--- config.mk ---
export PLATFORM = sky130hd
export DESIGN_NAME = kdn_search_ctrl
export DESIGN_NICKNAME = d
export VERILOG_FILES = /design/src/rtl/core/kdn_pkg.sv /design/src/rtl/core/kdn_search_ctrl.sv
export SDC_FILE = /design/constraint.sdc
export NUM_CORES = 2
export LEC_CHECK = 0
export BUFFER_PORTS_ARGS = -buffer_cell sky130_fd_sc_hd__buf_2
export CAP_MARGIN = 20
export CORE_MARGIN = 2
export CORE_UTILIZATION = 35
export DETAILED_ROUTE_END_ITERATION = 8
export GPL_ROUTABILITY_DRIVEN = 1
export SLEW_MARGIN = 25
export SYNTH_ARGS = -nofsm -noshare
export SYNTH_HDL_FRONTEND = slang
export SYNTH_SLANG_ARGS = --single-unit
--- constraint.sdc ---
create_clock -name clock -period 17.4 [get_ports clock]
set_clock_uncertainty 0.1 [all_clocks]
set_input_delay 3.48 -clock clock [delete_from_list [all_inputs] [get_ports clock]]
set_output_delay 3.48 -clock clock [all_outputs]
set_load 0.03 [all_outputs]
--- src/rtl/core/kdn_pkg.sv ---
// Shared types and constants for the kd-tree nearest-point search block.
// No dependencies; imported by every module under rtl/core.
package kdn_pkg;

   localparam int MAX_POINTS_DEF = 4096;
   localparam int COORD_BITS_DEF = 16;

   // Fixed stream field widths
   localparam int INDEX_FIELD_BITS = 12;
   localparam int COORD_FIELD_BITS = 16;
   localparam int COUNT_FIELD_BITS = 13;
   localparam int DIST_FIELD_BITS  = 34;

   // req_tdata layout, lowest bit first: point_index, coord_x, coord_y, coord_z
   localparam int REQ_INDEX_LSB   = 0;
   localparam int REQ_X_LSB       = REQ_INDEX_LSB + INDEX_FIELD_BITS;
   localparam int REQ_Y_LSB       = REQ_X_LSB + COORD_FIELD_BITS;
   localparam int REQ_Z_LSB       = REQ_Y_LSB + COORD_FIELD_BITS;
   localparam int REQ_USED_BITS   = REQ_Z_LSB + COORD_FIELD_BITS;
   localparam int REQ_TDATA_BITS  = ((REQ_USED_BITS + 7) / 8) * 8;

   // rsp_tdata layout, lowest bit first: nearest_index, nearest_dist_sq
   localparam int RSP_USED_BITS   = INDEX_FIELD_BITS + DIST_FIELD_BITS;
   localparam int RSP_TDATA_BITS  = ((RSP_USED_BITS + 7) / 8) * 8;
   localparam int RSP_PAD_BITS    = RSP_TDATA_BITS - RSP_USED_BITS;

   typedef enum logic {
      KIND_WRITE = 1'b0,
      KIND_QUERY = 1'b1
   } kdn_kind_type;

   typedef enum logic [1:0] {
      AXIS_X = 2'd0,
      AXIS_Y = 2'd1,
      AXIS_Z = 2'd2
   } kdn_axis_type;

   typedef struct packed {
      logic         start;
      kdn_axis_type axis;
   } kdn_dist_cmd_type;

endpackage

--- src/rtl/core/kdn_search_ctrl.sv ---
// Search sequencer: walks the implicit kd-tree depth first with an explicit frame stack,
// driving the point store read port and the shared distance unit. Depends on kdn_pkg.
module kdn_search_ctrl
   import kdn_pkg::*;
#(
   parameter int MAX_POINTS = MAX_POINTS_DEF,
   parameter int COORD_BITS = COORD_BITS_DEF,
   localparam int AW        = $clog2(MAX_POINTS),
   localparam int CW        = $clog2(MAX_POINTS + 1),
   localparam int PW        = 3 * COORD_BITS,
   localparam int SQW       = 2 * COORD_BITS,
   localparam int DW        = SQW + 2
) (
   input  logic              clock,
   input  logic              reset,
   input  logic              req_valid,
   output logic              req_ready,
   input  kdn_kind_type      req_kind,
   input  logic [PW-1:0]     req_point,
   input  logic [CW-1:0]     point_count,
   output logic              rd_en,
   output logic [AW-1:0]     rd_addr,
   input  logic [PW-1:0]     rd_data,
   output kdn_dist_cmd_type  dist_cmd,
   output logic [PW-1:0]     dist_query,
   input  logic              dist_done,
   input  logic [DW-1:0]     dist_sum,
   input  logic [SQW-1:0]    dist_plane,
   output logic              rsp_valid,
   input  logic              rsp_ready,
   output logic [AW-1:0]     rsp_index,
   output logic [DW-1:0]     rsp_dist
);

   localparam int SD  = AW + 1;
   localparam int SDW = $clog2(SD + 1);
   localparam int SIW = $clog2(SD);

   typedef struct packed {
      logic [CW-1:0] lo;
      logic [CW-1:0] hi;
      logic          go_low;
      logic          far_side;
      logic [AW-1:0] best;
      logic [DW-1:0] best_d;
   } frame_type;

   typedef enum logic [3:0] {
      S_IDLE,
      S_ENTER,
      S_DESC,
      S_LEAF_RD,
      S_LEAF_WAIT,
      S_RET,
      S_NODE_RD,
      S_NODE_WAIT,
      S_NODE_PRUNE
   } state_type;

   state_type           state_ff;
   logic [SDW-1:0]      depth_ff;
   kdn_axis_type        axis_ff;
   logic [PW-1:0]       query_ff;
   logic [CW-1:0]       lo_ff;
   logic [CW-1:0]       hi_ff;
   logic                go_low_ff;
   logic [AW-1:0]       best_ff;
   logic [DW-1:0]       best_d_ff;
   logic [AW-1:0]       ret_idx_ff;
   logic [DW-1:0]       ret_d_ff;
   logic                rsp_valid_ff;
   logic [AW-1:0]       rsp_index_ff;
   logic [DW-1:0]       rsp_dist_ff;
   frame_type           stack_ff [SD];

   logic [CW-1:0]       cur_mid;
   logic [CW-1:0]       cur_mid_inc;
   logic                cur_leaf;
   logic [AW-1:0]       leaf_idx;
   frame_type           top_frame;
   logic [CW-1:0]       pop_mid;
   logic [SIW-1:0]      push_idx;
   logic [SIW-1:0]      pop_idx;
   logic                go_low_in;
   logic signed [COORD_BITS-1:0] node_c;
   logic signed [COORD_BITS-1:0] query_c;

   function automatic logic [CW-1:0] mid_of(input logic [CW-1:0] lo, input logic [CW-1:0] hi);
      logic [CW-1:0] span;
      span = hi - lo;
      return lo + (span >> 1);
   endfunction

   function automatic logic [COORD_BITS-1:0] coord_of(input logic [PW-1:0] vec,
                                                      input kdn_axis_type axis);
      logic [COORD_BITS-1:0] c;
      unique case (axis)
         AXIS_X:  c = vec[0 +: COORD_BITS];
         AXIS_Y:  c = vec[COORD_BITS +: COORD_BITS];
         AXIS_Z:  c = vec[2*COORD_BITS +: COORD_BITS];
         default: c = vec[0 +: COORD_BITS];
      endcase
      return c;
   endfunction

   function automatic kdn_axis_type axis_next(input kdn_axis_type axis);
      kdn_axis_type n;
      unique case (axis)
         AXIS_X:  n = AXIS_Y;
         AXIS_Y:  n = AXIS_Z;
         default: n = AXIS_X;
      endcase
      return n;
   endfunction

   function automatic kdn_axis_type axis_prev(input kdn_axis_type axis);
      kdn_axis_type n;
      unique case (axis)
         AXIS_Y:  n = AXIS_X;
         AXIS_Z:  n = AXIS_Y;
         default: n = AXIS_Z;
      endcase
      return n;
   endfunction

   always_comb begin
      cur_mid     = mid_of(lo_ff, hi_ff);
      cur_mid_inc = cur_mid + CW'(1);
      cur_leaf    = ({1'b0, lo_ff} + (CW+1)'(1)) >= {1'b0, hi_ff};
      leaf_idx    = (lo_ff >= point_count) ? AW'(point_count - CW'(1)) : AW'(lo_ff);
      push_idx    = depth_ff[SIW-1:0];
      pop_idx     = SIW'(depth_ff - SDW'(1));
      top_frame   = stack_ff[pop_idx];
      pop_mid     = mid_of(top_frame.lo, top_frame.hi);
      node_c      = coord_of(rd_data, axis_ff);
      query_c     = coord_of(query_ff, axis_ff);
      go_low_in   = node_c > query_c;
   end

   // store read port
   always_comb begin
      rd_en   = 1'b0;
      rd_addr = AW'(cur_mid);
      unique case (state_ff)
         S_ENTER: begin
            rd_en   = 1'b1;
            rd_addr = cur_leaf ? leaf_idx : AW'(cur_mid);
         end
         S_RET: begin
            rd_en   = (depth_ff != '0) && !top_frame.far_side;
            rd_addr = AW'(pop_mid);
         end
         default: begin
            rd_en = 1'b0;
         end
      endcase
   end

   always_comb begin
      dist_cmd.start = (state_ff == S_LEAF_RD) || (state_ff == S_NODE_RD);
      dist_cmd.axis  = axis_ff;
   end

   always_ff @(posedge clock) begin
      if (reset) begin
         state_ff     <= S_IDLE;
         depth_ff     <= '0;
         axis_ff      <= AXIS_X;
         rsp_valid_ff <= 1'b0;
      end else begin
         if (rsp_valid_ff && rsp_ready) begin
            rsp_valid_ff <= 1'b0;
         end
         unique case (state_ff)
            S_IDLE: begin
               if (req_valid && req_kind == KIND_QUERY) begin
                  query_ff <= req_point;
                  lo_ff    <= '0;
                  hi_ff    <= point_count;
                  depth_ff <= '0;
                  axis_ff  <= AXIS_X;
                  state_ff <= S_ENTER;
               end
            end
            S_ENTER: begin
               if (cur_leaf) begin
                  ret_idx_ff <= leaf_idx;
                  state_ff   <= S_LEAF_RD;
               end else begin
                  state_ff <= S_DESC;
               end
            end
            S_DESC: begin
               // descend into the side that holds the query first
               stack_ff[push_idx] <= '{lo: lo_ff, hi: hi_ff, go_low: go_low_in,
                                       far_side: 1'b0, best: best_ff, best_d: best_d_ff};
               if (go_low_in) begin
                  hi_ff <= cur_mid;
               end else begin
                  lo_ff <= cur_mid_inc;
               end
               depth_ff <= depth_ff + SDW'(1);
               axis_ff  <= axis_next(axis_ff);
               state_ff <= S_ENTER;
            end
            S_LEAF_RD: begin
               state_ff <= S_LEAF_WAIT;
            end
            S_LEAF_WAIT: begin
               if (dist_done) begin
                  ret_d_ff <= dist_sum;
                  state_ff <= S_RET;
               end
            end
            S_RET: begin
               if (depth_ff == '0) begin
                  // hold the final answer until the output register frees up
                  if (!rsp_valid_ff || rsp_ready) begin
                     rsp_valid_ff <= 1'b1;
                     rsp_index_ff <= ret_idx_ff;
                     rsp_dist_ff  <= ret_d_ff;
                     state_ff     <= S_IDLE;
                  end
               end else begin
                  depth_ff <= depth_ff - SDW'(1);
                  axis_ff  <= axis_prev(axis_ff);
                  if (!top_frame.far_side) begin
                     lo_ff     <= top_frame.lo;
                     hi_ff     <= top_frame.hi;
                     go_low_ff <= top_frame.go_low;
                     best_ff   <= ret_idx_ff;
                     best_d_ff <= ret_d_ff;
                     state_ff  <= S_NODE_RD;
                  end else if (ret_d_ff > top_frame.best_d) begin
                     ret_idx_ff <= top_frame.best;
                     ret_d_ff   <= top_frame.best_d;
                  end
               end
            end
            S_NODE_RD: begin
               state_ff <= S_NODE_WAIT;
            end
            S_NODE_WAIT: begin
               if (dist_done) begin
                  if (dist_sum < best_d_ff) begin
                     best_ff   <= AW'(cur_mid);
                     best_d_ff <= dist_sum;
                  end
                  state_ff <= S_NODE_PRUNE;
               end
            end
            S_NODE_PRUNE: begin
               if (DW'(dist_plane) > best_d_ff) begin
                  ret_idx_ff <= best_ff;
                  ret_d_ff   <= best_d_ff;
                  state_ff   <= S_RET;
               end else begin
                  stack_ff[push_idx] <= '{lo: lo_ff, hi: hi_ff, go_low: go_low_ff,
                                          far_side: 1'b1, best: best_ff, best_d: best_d_ff};
                  if (go_low_ff) begin
                     lo_ff <= cur_mid_inc;
                  end else begin
                     hi_ff <= cur_mid;
                  end
                  depth_ff <= depth_ff + SDW'(1);
                  axis_ff  <= axis_next(axis_ff);
                  state_ff <= S_ENTER;
               end
            end
            default: begin
               state_ff <= S_IDLE;
            end
         endcase
      end
   end

   assign req_ready  = (state_ff == S_IDLE);
   assign dist_query = query_ff;
   assign rsp_valid  = rsp_valid_ff;
   assign rsp_index  = rsp_index_ff;
   assign rsp_dist   = rsp_dist_ff;

endmodule

==> results.cfg <==
[setup_path]
crit_chain = or3_4, xor2_4, buf_12, mux4_2, ha_1, nor2b_1, o21ai_0, a21boi_0, o21ai_0, nand2_1, a21o_1, a21oi_1, xnor2_1, ha_1, a21o_1, a31oi_1, o21ai_0, xnor2_1, o21ai_0, buf_2
end_kind = output pin
path_class = reg2out
crit_top_cell = o21ai_0
crit_family = compound AO/OA/AOI/OAI gates
cp_slowest_cell = xor2_4
path_buf_inv = 2
start_kind = register
crit_fanout = 113
arrival_ps = 7630
required_ps = 13820
max_stage_delay_ps = 770

[clock_network]
clock_sinks = 1186
clk_latency_ps = 750
root_buffer = clkbuf_16
clk_pin_slew_ps = 70
cts_buffers = 118
cts-resized-gates = 0
ctsHtreeMaxLevel = 3
clockBufferDepth = 3
postCtsHoldBufs = 0
cts_tree = yes
cts_setup_buffers = 0

[finish]
area_delta_synth_final_pct = 14.7
fin_area_um2 = 59900
final_cell_mix = edfxtp_1 (1175), nand2_1 (322), buf_2 (292), mux4_2 (229), ha_1 (198)
nNetsFinal = 3905
final_common_cell = edfxtp_1
drive_gt1_frac = 0.229

[grt]
grt_max_degree = 134
gr-usage-all-layers = 0.187
grt_pass1_vias = 30100
antenna_found_initial = 15
grt_pass1_wl_um = 209000
grt-ovfl-total = 0

[placement]
pre_cts_slack_ps = 6910
placed_cell_area_um2 = 56200
gp_congestion = 0.915
io_buffers = 292
dpl.hpwl_um = 91500

[power]
leakagePower_nw = 20.5
ir_drop_mv = 0.368
fin_total_pwr_mw = 10.0
power_density_nw_per_um2 = 167

[drt]
avgViaCountPerCell = 5.53
drc = 0
vias = 30700
drt_wl_total_um = 145000
m1WireLength_um = 64600
wl_met2_um = 65900
ant_nets = 0
highest_layer = met5
dr.pass1.iters = 5
wl_met3_um = 11500
drt_iter0_markers = 3216
post_drt_wl_per_cell_um = 26.2

[die]
io_pins = 293
initial_utilization = 0.353
die-width_um = 390
die-area_um2 = 152000
rows = 141
die_y_um = 390
core_um2 = 148000

[sta]
maxSlewViolCount = 0
fin_crit_sh = 0.644
hold_violations = 0
tns_ps = 0
setup_ws_ps = 6190
hold-worst-slack_ps = 351
rsz0062_at_grt = false
timing.fmax_mhz = 89.2
relSlewSlack = 0.290
finalCriticalPeriod_ps = 11210
worstMarginPinSlew_ps = 1070
finalSetupViolCount = 0

[synthesis]
synthCells = 3204
ys_seq_elements = 1186
syn_area_um2 = 52300
synth_compound_area_frac = 0.0659
synthTopCellsByArea = edfxtp_1 (68%), mux4_2 (9.9%), ha_1 (4.8%)
synth_nets = 3589
synth_flop_cell = edfxtp_1
synth_top_family_by_area = multiplexers
synth_edf_count = 1175
yosys.area_share.simple = 0.0569
synth_xor_area_frac = 0.0122
synth_mux_area_frac = 0.115
synthAdderAreaFrac = 0.0496
synth_seq_area_share = 0.679
ys_warn_count = 0
netlist.area_leader.share = 0.675
avgSynthCellArea_um2 = 16.3
synth-async-reset-ratio = 0
ys_types = 75
synth_top_area_cell = edfxtp_1

[hold_path]
hold_path_class = reg2reg

[flow_run]
cap_violations = 0

[outcome]
outcome = completed
[final timing paths]
kind,slack (ps),start,depth (start not counted),to
max,6190,depth_ff[0],20,rd_addr[10]
min,350,ret_idx_ff[9],0,rsp_index[9]
max reg2reg,8440,depth_ff[0],19,ret_d_ff[7]
min reg2reg,350,ret_idx_ff[9],0,rsp_index[9]
[cell usage after synthesis, drive strengths merged (5+ instances only)]
cell type	instances
o21a	21
o31ai	5
o21ai	172
o221ai	12
nor3	26
or2	6
clkbuf	105
xnor2	54
nand2b	12
a21o	54
xor2	17
nand3	76
nor4	6
mux2	39
a2111oi	5
o22ai	18
edfxtp	1175
a21boi	7
a21oi	86
a31oi	9
buf	44
or3	9
dfxtp	11
and3	20
inv	119
ha	200
nor2b	30
nor2	85
a22oi	82
mux4	244
a221o	7
and2	8
nand4	28
a211oi	16
nand2	323
[cells by family (layout without fill, tap and decap cells)]
family | Yosys count | count (layout)
compound gates | 536 | 536
xor+xnor | 71 | 71
fa+ha+maj | 205 | 205
buf+inv | 269 | 687
flops | 1186 | 1186
mux | 287 | 287
other cells | 0 | 2
simple gates | 650 | 650
[stage by stage]
step	utilization	instances
after floorplan	-	3204
after global placement	0.379	5330
after detailed placement	0.379	5330
after CTS	0.405	5552
after global routing	0.405	5553
final	0.405	5554
[power breakdown]
part | switching, mW | total [mW] | internal [mW]
Sequential | 0.129 | 3.44 | 3.31
Clock | 1.11 | 2.49 | 1.38
Combinational | 2.56 | 4.09 | 1.53
[metal layers]
layer / global-route usage / up-vias
li1: - / 13400
met1: 0.273 / 15900
met2: 0.287 / 1240
met3: 0.0379 / 215
met4: 0.0422 / 8
met5: 0 / -
[state kept, by name (all words and copies together) (netlist names)]
name,count
axis_ff,2
best_d_ff,34
best_ff,12
depth_ff,4
dist_query,48
go_low_ff,1
hi_ff,13
lo_ff,13
ret_d_ff,34
ret_idx_ff,12
rsp_dist,34
rsp_index,12
rsp_valid,1
stack_ff,962
state_ff,4
[worst register-to-register path, delay by kind of cell, from the launching register on]
kind / cells / cell delay (ps)
buffers and inverters: 5 / 2410
AO/OA/AOI/OAI: 9 / 3600
multiplexers: 1 / 570
adder cells (fa/ha/maj): 2 / 1010
AND/OR/NAND/NOR: 2 / 130
flip-flops: 1 / 750
[cell type report]
class,instances,area (um2)
fill,13400,88100
timing repair buffer,345,1900
multi-input combinational,1749,15900
sequential,1186,35500
inverter,120,450
clock inverter,81,691
antenna,2,5.00
clock buffer,141,3040
tap,1930,2410
(Power assumes the default switching activity.)
