<file path="src/rtl/core/kdn_pkg.sv">
// Shared types and constants for the kd-tree nearest-point search block.
// No dependencies; imported by every module under rtl/core.
package kdn_pkg;

   localparam int MAX_POINTS_DEF = 4096;
   localparam int COORD_BITS_DEF = 16;

   // Fixed stream field widths
   localparam int INDEX_FIELD_BITS = 12;
   localparam int COORD_FIELD_BITS = 16;
   localparam int COUNT_FIELD_BITS = 13;
   localparam int DIST_FIELD_BITS  = 34;

   // req_tdata layout, lowest bit first: point_index, coord_x, coord_y, coord_z
   localparam int REQ_INDEX_LSB   = 0;
   localparam int REQ_X_LSB       = REQ_INDEX_LSB + INDEX_FIELD_BITS;
   localparam int REQ_Y_LSB       = REQ_X_LSB + COORD_FIELD_BITS;
   localparam int REQ_Z_LSB       = REQ_Y_LSB + COORD_FIELD_BITS;
   localparam int REQ_USED_BITS   = REQ_Z_LSB + COORD_FIELD_BITS;
   localparam int REQ_TDATA_BITS  = ((REQ_USED_BITS + 7) / 8) * 8;

   // rsp_tdata layout, lowest bit first: nearest_index, nearest_dist_sq
   localparam int RSP_USED_BITS   = INDEX_FIELD_BITS + DIST_FIELD_BITS;
   localparam int RSP_TDATA_BITS  = ((RSP_USED_BITS + 7) / 8) * 8;
   localparam int RSP_PAD_BITS    = RSP_TDATA_BITS - RSP_USED_BITS;

   typedef enum logic {
      KIND_WRITE = 1'b0,
      KIND_QUERY = 1'b1
   } kdn_kind_type;

   typedef enum logic [1:0] {
      AXIS_X = 2'd0,
      AXIS_Y = 2'd1,
      AXIS_Z = 2'd2
   } kdn_axis_type;

   typedef struct packed {
      logic         start;
      kdn_axis_type axis;
   } kdn_dist_cmd_type;

endpackage

</file>
<file path="src/rtl/core/kdn_dist_unit.sv">
// Shared squarer and accumulator: one axis per cycle, squared distance over 3 axes,
// plus the square along one chosen axis. Depends on kdn_pkg.
module kdn_dist_unit
   import kdn_pkg::*;
#(
   parameter int COORD_BITS = COORD_BITS_DEF,
   localparam int SQW       = 2 * COORD_BITS,
   localparam int DW        = SQW + 2
) (
   input  logic                      clock,
   input  logic                      reset,
   input  kdn_dist_cmd_type          cmd,
   input  logic [3*COORD_BITS-1:0]   point,
   input  logic [3*COORD_BITS-1:0]   query,
   output logic                      done,
   output logic [DW-1:0]             sum,
   output logic [SQW-1:0]            plane
);

   logic                   active_ff;
   logic [1:0]             phase_ff;
   kdn_axis_type           axis_ff;
   logic                   done_ff;
   logic [SQW-1:0]         sq_ff;
   logic [DW-1:0]          acc_ff;
   logic [SQW-1:0]         plane_ff;

   logic signed [COORD_BITS-1:0]   p_sel;
   logic signed [COORD_BITS-1:0]   q_sel;
   logic signed [COORD_BITS:0]     diff;
   logic signed [2*COORD_BITS+1:0] prod;
   logic [SQW-1:0]                 sq_in;

   always_comb begin
      unique case (phase_ff)
         2'd0: begin
            p_sel = point[0 +: COORD_BITS];
            q_sel = query[0 +: COORD_BITS];
         end
         2'd1: begin
            p_sel = point[COORD_BITS +: COORD_BITS];
            q_sel = query[COORD_BITS +: COORD_BITS];
         end
         default: begin
            p_sel = point[2*COORD_BITS +: COORD_BITS];
            q_sel = query[2*COORD_BITS +: COORD_BITS];
         end
      endcase
      diff  = (COORD_BITS+1)'(q_sel) - (COORD_BITS+1)'(p_sel);
      prod  = (2*COORD_BITS+2)'(diff) * (2*COORD_BITS+2)'(diff);
      sq_in = prod[SQW-1:0];
   end

   always_ff @(posedge clock) begin
      if (reset) begin
         active_ff <= 1'b0;
         done_ff   <= 1'b0;
         phase_ff  <= 2'd0;
      end else begin
         done_ff <= 1'b0;
         if (cmd.start) begin
            active_ff <= 1'b1;
            phase_ff  <= 2'd0;
            axis_ff   <= cmd.axis;
         end else if (active_ff) begin
            phase_ff <= phase_ff + 2'd1;
            sq_ff    <= sq_in;
            // sq_ff holds the registered square of the previous axis
            if (phase_ff == 2'd0) begin
               acc_ff <= '0;
            end else begin
               acc_ff <= acc_ff + DW'(sq_ff);
            end
            if (phase_ff != 2'd0 && (phase_ff - 2'd1) == 2'(axis_ff)) begin
               plane_ff <= sq_ff;
            end
            if (phase_ff == 2'd3) begin
               active_ff <= 1'b0;
               done_ff   <= 1'b1;
            end
         end
      end
   end

   assign done  = done_ff;
   assign sum   = acc_ff;
   assign plane = plane_ff;

endmodule

</file>
<file path="config.mk">
export PLATFORM = sky130hd
export DESIGN_NAME = kdn_dist_unit
export DESIGN_NICKNAME = d
export VERILOG_FILES = /design/src/rtl/core/kdn_pkg.sv /design/src/rtl/core/kdn_dist_unit.sv
export SDC_FILE = /design/constraint.sdc
export NUM_CORES = 1
export LEC_CHECK = 0
export BUFFER_PORTS_ARGS = -buffer_cell sky130_fd_sc_hd__buf_4
export CELL_PAD_IN_SITES_DETAIL_PLACEMENT = 0
export CELL_PAD_IN_SITES_GLOBAL_PLACEMENT = 2
export CORE_MARGIN = 3
export CORE_UTILIZATION = 39
export DETAILED_ROUTE_END_ITERATION = 16
export PLACE_DENSITY = 0.92
export SLEW_MARGIN = 30
export SYNTH_ARGS = -nofsm -noshare
export SYNTH_HDL_FRONTEND = slang
export SYNTH_SLANG_ARGS = --single-unit
export TNS_END_PERCENT = 10
</file>
<file path="constraint.sdc">
create_clock -name clock -period 15.29 [get_ports clock]
set_clock_uncertainty 0.15 [all_clocks]
set_input_delay 4.587 -clock clock [delete_from_list [all_inputs] [get_ports clock]]
set_output_delay 4.587 -clock clock [all_outputs]
set_load 0.1 [all_outputs]
</file>
==> results.yml, run 1 <==
layout:
  area.growth.synth_to_final_pct: 13.6
  drive_gt1_frac: 0.136
  n_fill_cell: 3805
  antenna_cells: 0
  fin_nets: 2246
global_route:
  top_usage_layer: "met2"
  grtUsageMet1: 0.257
  grt_pass1_vias: 12300
  grtUsageMet3: 0.0180
  met2_usage: 0.324
  overflow: 0
  grt_usage: 0.188
  antenna_found_initial: 0
  grt_max_degree: 74
  grt_pass1_wl_microns: 63900
logic_synthesis:
  synth.cell_area_sq_um: 15600
  synth_seq_area_share: 0.193
  ys_types: 79
  ys.flop_type: "edfxtp_1"
  synthArstFlopShare: 0
  synth_edf_count: 98
  synth_top_family_by_area: "adder cells"
  ys_ff_latch: 102
  synth_fa_ha_area_frac: 0.433
  synth-compound-area-share: 0.112
  synth_nets: 2105
  synthSimpleGateAreaFrac: 0.122
  netlist_instances: 1618
  ys_warn_count: 0
  synth_xor_area_frac: 0.0423
  synth_area_per_cell_sq_um: 9.67
  synth_mux_area_frac: 0.00328
run_status:
  status: "complete, no violations"
hold_path:
  worstHoldStart: "sq_ff[0]"
  holdPathStages: 0
  worstHoldEndpoint: "plane[0]"
  hp-class: "reg -> reg"
critical_path:
  crit_type: "in -> reg"
  critPathLaunchType: "primary input"
  r2r-end: "sq_ff[31]"
  reg2reg_from: "phase_ff[0]"
  worst_path_largest_cell_delay_ns: 0.63
  critPathArrivalTime_ns: 13.24
  critPathMaxFanout: 13
  reg2reg_depth: 34
  crit_required_ns: 15.23
  crit_path_top_delay_cell: "xnor2_2"
  reg2reg_slack_ns: 5.01
  end_kind: "register"
clock_tree:
  cts_setup_buffers: 0
  cts_hold_buf: 0
  root_buffer: "clkbuf_16"
  ctsResizeCount: 0
  cts_htree_levels: 3
  path_clk_slew_ns: 0.07
  clkLatencyLatePin_ns: 0.36
  cts_tree: "done"
  cts_buffers: 9
  clock-sinks: 102
  clockBufferDepth: 2
drt:
  dr_total_vias: 11500
  drt_iter0_drc: 623
  routed_via_density: 5.06
  antenna_left: 0
  wire_per_inst_microns: 17.0
  wl_microns: 38800
  drtPass1Iterations: 5
  drc_errors: 0
timing:
  hold_violations: 0
  tightest_slew_ns: 0.839
  setup-violations-final: 0
  maxSlewViolCount: 0
  final.min_clock_period_ns: 13.30
  totalNegativeSetupSlack_ns: 0
  grt_setup_unrepaired: "no"
  clock.fmax_ghz: 0.0752
  period_share: 0.870
  relSlewSlack: 0.441
floorplanning:
  fp.dieW_microns: 206
  die_y_microns: 206
  die_area_sq_um: 42500
  coreArea_sq_um: 39100
  pin_count: 168
  start_util: 0.400
  num_rows: 72
placement:
  port_buffers: 166
  hpwl_microns: 32500
  gp_congestion: 0.869
run:
  maxCapViolations: 0
[state kept, by name, indices dropped and copies added (netlist names)]
name,flops
sum,34
plane,31
sq_ff,31
axis_ff,2
phase_ff,2
active_ff,1
done,1
[worst max-delay path: cells and delay by family]
family / cells / cell delay, ns
adder cells (fa/ha/maj): 8 / 3.64
AO/OA/AOI/OAI: 12 / 2.87
buffers and inverters: 7 / 0.79
XOR/XNOR: 2 / 0.77
AND/OR/NAND/NOR: 4 / 0.55
[layer usage]
metal | part of all wire | up-vias
met5 | 0 | -
met4 | 0.019 | 0
met3 | 0.041 | 43
met2 | 0.50 | 276
met1 | 0.44 | 5757
li1 | - | 5471
[cell families (layout without fill, tap and decap cells)]
| group | Yosys count | in the layout |
|---|---|---|
| other | 1 | 1 |
| buffers and inverters | 380 | 526 |
| adders and majority gates | 386 | 386 |
| xor gates and xnor gates | 73 | 73 |
| and+or+nand+nor | 423 | 423 |
| DFF | 102 | 102 |
| muxes | 5 | 5 |
| AOI/OAI and AO/OA | 248 | 248 |
[how the worst max path moves through the flow]
stage | to | cells past startpoint | startpoint | slack, ns
final | sq_ff[31] | 33 | query[17] | 1.99
after global routing | sq_ff[31] | 33 | query[17] | 1.21
after CTS | sq_ff[31] | 33 | query[17] | 2.03
after detailed placement | sq_ff[31] | 33 | query[17] | 1.65
after global placement | sq_ff[31] | 33 | query[17] | 1.78
after floorplan | sq_ff[29] | 33 | point[16] | 3.02
[stage by stage]
step	util	hold slack (ns)	setup slack (ns)	area [sq um]	cells
after detailed placement	0.446	0.292	1.65	17500	2266
after CTS	0.455	0.302	2.03	17800	2282
after floorplan	-	0.281	3.02	15600	1618
after global placement	0.446	0.293	1.78	17500	2266
after global routing	0.455	0.305	1.21	17800	2282
final	0.455	0.304	1.99	17800	2282
[cells in the final DEF, fill, tap and decap left out, types with 7 or more instances in the layout]
cell type,netlist,routed
a211oi_1,12,12
a21o_1,34,34
a21oi_1,68,68
a22o_1,17,17
a22oi_1,16,16
and3_1,12,12
buf_4,3,182
clkbuf_16,0,9
edfxtp_1,98,98
fa_1,259,259
ha_1,127,125
inv_1,326,325
nand2_1,138,138
nand2b_1,22,22
nand3_1,24,24
nor2_1,156,155
nor2b_1,13,13
nor3_1,15,15
o211ai_1,7,7
o21ai_0,25,25
xnor2_1,54,54
xor2_1,16,15
[final cells by class]
cell class	instances	area, sq um	area share
Sequential cell	102	3020	0.170
Tap cell	518	648	0.0365
Clock buffer	9	225	0.0127
Inverter	328	1230	0.0693
Timing Repair Buffer	182	1370	0.0769
Multi-Input combinational cell	1136	11200	0.629
Clock inverter	7	91.3	0.00514
[cell usage after synthesis (15+ instances only)]
cell,n,area share
inv_1,326,0.078
fa_1,259,0.33
nor2_1,156,0.037
nand2_1,138,0.033
ha_1,127,0.10
edfxtp_1,98,0.19
a21oi_1,68,0.022
xnor2_1,54,0.030
a21o_1,34,0.016
clkbuf_1,33,0.0079
o21ai_0,25,0.0080
nand3_1,24,0.0077
nand2b_1,22,0.0088
a22o_1,17,0.0095
a22oi_1,16,0.0077
xor2_1,16,0.0090
nor3_1,15,0.0048
Power of run 1 is left out: the tool's default activity adds up to more than one toggle a clock period on the data nets, which glitch-free logic cannot reach.
==> inputs of run 2 (changes only) <==
--- a/config.mk
+++ b/config.mk
@@ -8,7 +8,6 @@
 export BUFFER_PORTS_ARGS = -buffer_cell sky130_fd_sc_hd__buf_4
 export CELL_PAD_IN_SITES_DETAIL_PLACEMENT = 0
 export CELL_PAD_IN_SITES_GLOBAL_PLACEMENT = 2
-export CORE_MARGIN = 3
 export CORE_UTILIZATION = 39
 export DETAILED_ROUTE_END_ITERATION = 16
 export PLACE_DENSITY = 0.92
==> run 2 against run 1 <==
  * Die area shrank 3.8%
  * Count of clock-buffer cells in the layout is the same
  * Highest routed layer unchanged
  * Largest cell class unchanged
  * Critical path depth is the same
  * Non-clock buffer count shrank 1
  * Global-route usage grew 0.29 points
  * Design area is essentially flat
==> results.yml, run 2 (synthesis results as in run 1) <==
critical_path:
  reg2reg_slack_ns: 4.93
  reg2reg_from: "phase_ff[0]"
  r2r-end: "sq_ff[31]"
  worst_path_largest_cell_delay_ns: 0.64
  crit_required_ns: 15.23
  end_kind: "register"
  crit_path_top_delay_cell: "xnor2_2"
  reg2reg_depth: 34
  crit_type: "in -> reg"
  critPathLaunchType: "primary input"
  critPathMaxFanout: 13
  critPathArrivalTime_ns: 13.34
layout:
  fin_nets: 2245
  drive_gt1_frac: 0.136
  final_core_util: 0.455
  largest_reg_flops: 34
  area.growth.synth_to_final_pct: 13.6
  final_common_cell: "inv_1"
  antenna_cells: 0
  final_cell_mix: "inv_1, fa_1, buf_4, nor2_1, nand2_1"
drt:
  drtPass1Iterations: 5
  dr_total_vias: 11500
  antenna_left: 0
  drt_iter0_drc: 568
  routed_via_density: 5.05
  wl_microns: 38300
  drc_errors: 0
  wire_per_inst_microns: 16.8
run:
  maxCapViolations: 0
clock_tree:
  clkLatencyLatePin_ns: 0.36
  cts_htree_levels: 3
  root_buffer: "clkbuf_16"
  cts_setup_buffers: 0
  clockBufferDepth: 2
  clock-sinks: 102
  ctsResizeCount: 0
  cts_buffers: 9
  cts_hold_buf: 0
  cts_tree: "done"
  path_clk_slew_ns: 0.07
timing:
  relSlewSlack: 0.432
  grt_setup_unrepaired: "no"
  tightest_slew_ns: 0.852
  hold_violations: 0
  setup-violations-final: 0
  period_share: 0.876
  maxSlewViolCount: 0
  final.min_clock_period_ns: 13.40
  totalNegativeSetupSlack_ns: 0
  clock.fmax_ghz: 0.0746
global_route:
  antenna_found_initial: 0
  grt_max_degree: 74
  met2_usage: 0.339
  overflow: 0
  grtUsageMet1: 0.256
  grt_pass1_vias: 12400
  grt_usage: 0.191
  top_usage_layer: "met2"
  grt_pass1_wl_microns: 62800
  grtUsageMet3: 0.0177
floorplanning:
  die_y_microns: 202
  coreArea_sq_um: 39100
  fp.dieW_microns: 202
  die_area_sq_um: 40900
  num_rows: 72
  pin_count: 168
  start_util: 0.400
hold_path:
  worstHoldEndpoint: "plane[8]"
  worstHoldStart: "sq_ff[8]"
  holdPathStages: 0
  hp-class: "reg -> reg"
placement:
  hpwl_microns: 32200
  port_buffers: 166
  gp_congestion: 0.881
run_status:
  status: "complete, no violations"
==> run 2: cell count changes in the layout (fill, tap and decap cells not counted), sizes merged <==
cell      delta
inv          +1
bufinv       +1
clkinvlp     -1
buf          -1
clkinv       -1
==> run 2: worst max-delay path by stage <==
stage	startpoint	to	slack, ns	depth (start not counted)
after global routing	query[17]	sq_ff[31]	1.36	33
after detailed placement	query[17]	sq_ff[31]	1.56	33
after CTS	query[17]	sq_ff[31]	1.91	33
final	query[17]	sq_ff[31]	1.89	33
after global placement	query[17]	sq_ff[31]	1.80	33
after floorplan	point[16]	sq_ff[29]	3.02	33
==> run 2: worst max-delay path, delay by kind of cell <==
family          cells  cell delay, ns
fa+ha+maj           8            3.66
compound gates     12            2.94
buf+inv             7            0.81
xor+xnor            2            0.78
simple gates        4            0.56
==> run 2: per-stage QoR <==
| stage | instances | setup WS [ns] | area [sq um] | hold slack, ns |
|---|---|---|---|---|
| floorplan | 1618 | 3.02 | 15600 | 0.281 |
| global placement | 2265 | 1.80 | 17400 | 0.293 |
| detailed placement | 2265 | 1.56 | 17400 | 0.310 |
| CTS | 2281 | 1.91 | 17800 | 0.321 |
| global route | 2281 | 1.36 | 17800 | 0.334 |
| finish | 2281 | 1.89 | 17800 | 0.321 |
==> run 2: layout make-up <==
| class | instances | area [sq um] |
|---|---|---|
| Tap cell | 518 | 648 |
| Clock buffer | 9 | 225 |
| Inverter | 328 | 1230 |
| Fill cell | 3728 | 21300 |
| Clock inverter | 7 | 103 |
| Multi-Input combinational cell | 1136 | 11200 |
| Timing Repair Buffer | 181 | 1360 |
| Sequential cell | 102 | 3020 |
==> run 2: metal layers <==
layer  vias to the layer above  share of wire
met5                         -              0
met4                         0          0.011
met3                        24          0.046
met2                       286           0.50
met1                      5734           0.45
li1                       5468              -
Power of run 2 is left out for the same reason.
==> inputs of run 3 (changes only) <==
--- a/config.mk
+++ b/config.mk
@@ -8,6 +8,7 @@
 export BUFFER_PORTS_ARGS = -buffer_cell sky130_fd_sc_hd__buf_4
 export CELL_PAD_IN_SITES_DETAIL_PLACEMENT = 0
 export CELL_PAD_IN_SITES_GLOBAL_PLACEMENT = 2
+export CORE_ASPECT_RATIO = 0.9
 export CORE_UTILIZATION = 39
 export DETAILED_ROUTE_END_ITERATION = 16
 export PLACE_DENSITY = 0.92
==> run 3 against run 2 <==
  * Final cell count increased by 0.57%
  * Utilization decreased by 0.63 points
  * Routed wire length decreased by 1.1%
  * Sequential share of layout area about the same
  * Worst hold slack got worse by 0.011 ns
  * Non-clock buffer count unchanged
==> results.yml, run 3 (synthesis results as in run 1) <==
run_status:
  status: "complete, no violations"
floorplanning:
  start_util: 0.396
  coreArea_sq_um: 39500
  num_rows: 69
  pin_count: 168
  die_y_microns: 192
  die_area_sq_um: 40900
  fp.dieW_microns: 213
clock_tree:
  root_buffer: "clkbuf_16"
  cts_buffers: 9
  clockBufferDepth: 2
  cts_setup_buffers: 0
  clkLatencyLatePin_ns: 0.35
  cts_htree_levels: 3
  clock-sinks: 102
  ctsResizeCount: 0
  path_clk_slew_ns: 0.07
  cts_tree: "done"
  cts_hold_buf: 0
layout:
  drive_gt1_frac: 0.134
  final_common_cell: "inv_1"
  final_core_util: 0.448
  area.growth.synth_to_final_pct: 13.3
  antenna_cells: 0
  n_fill_cell: 3813
  fin_nets: 2245
  largest_reg_flops: 34
  final_cell_mix: "inv_1, fa_1, buf_4, nor2_1, nand2_1"
drt:
  drtPass1Iterations: 5
  wire_per_inst_microns: 16.5
  dr_total_vias: 11500
  drc_errors: 0
  antenna_left: 0
  wl_microns: 37900
  routed_via_density: 5.01
  drt_iter0_drc: 549
timing:
  clock.fmax_ghz: 0.0751
  tightest_slew_ns: 0.869
  relSlewSlack: 0.421
  totalNegativeSetupSlack_ns: 0
  hold_violations: 0
  setup-violations-final: 0
  period_share: 0.871
  maxSlewViolCount: 0
  hold_ws_ns: 0.310
  final.min_clock_period_ns: 13.32
  grt_setup_unrepaired: "no"
critical_path:
  end_kind: "register"
  critPathArrivalTime_ns: 13.25
  crit_required_ns: 15.22
  worst_path_largest_cell_delay_ns: 0.63
  crit_path_top_delay_cell: "xnor2_2"
  crit_type: "in -> reg"
  critPathMaxFanout: 13
  critPathLaunchType: "primary input"
global_route:
  overflow: 0
  antenna_found_initial: 0
  grt_pass1_wl_microns: 62700
  grt_max_degree: 75
  grt_usage: 0.195
  grt_pass1_vias: 12100
run:
  maxCapViolations: 0
placement:
  port_buffers: 166
  gp_congestion: 0.896
  hpwl_microns: 32000
hold_path:
  hp-class: "reg -> reg"
==> run 3: layer usage <==
metal  vias to the layer above  track usage  share of wire
met4                         0       0.0407          0.014
met2                       268        0.330           0.48
li1                       5483            -              -
met1                      5702        0.274           0.46
met5                         -            0              0
met3                        39       0.0154          0.041
==> run 3: final timing paths <==
check / startpoint / to / slack, ns / cells past startpoint
worst min-delay path: sq_ff[0] / plane[0] / 0.31 / 0
worst min register to register: sq_ff[0] / plane[0] / 0.31 / 0
worst max register to register: phase_ff[0] / sq_ff[31] / 4.90 / 36
worst max-delay path: query[17] / sq_ff[31] / 1.97 / 33
==> run 3: cell type report <==
class / count / area, sq um / share of cell area
timing repair buffer: 181 / 1360 / 0.0767
sequential: 102 / 3020 / 0.171
tap: 532 / 666 / 0.0375
multi-input combinational: 1136 / 11200 / 0.631
clock buffer: 9 / 225 / 0.0127
clock inverter: 6 / 37.5 / 0.00212
inverter: 328 / 1230 / 0.0695
==> run 3: critical path: cells and delay by family <==
| family | cells | cell delay (ns) |
|---|---|---|
| AND/OR/NAND/NOR | 4 | 0.56 |
| XOR/XNOR | 2 | 0.76 |
| buffers and inverters | 7 | 0.77 |
| AO/OA/AOI/OAI | 12 | 2.90 |
| adder cells (fa/ha/maj) | 8 | 3.66 |
==> run 3: through the flow <==
stage,cell area [sq um],std cells,worst slack [ns]
detailed placement,17500,2279,1.58
global placement,17500,2279,1.82
floorplan,15600,1618,3.02
global route,17700,2294,1.41
CTS,17700,2294,1.94
finish,17700,2294,1.97
Power of run 3 is left out for the same reason.
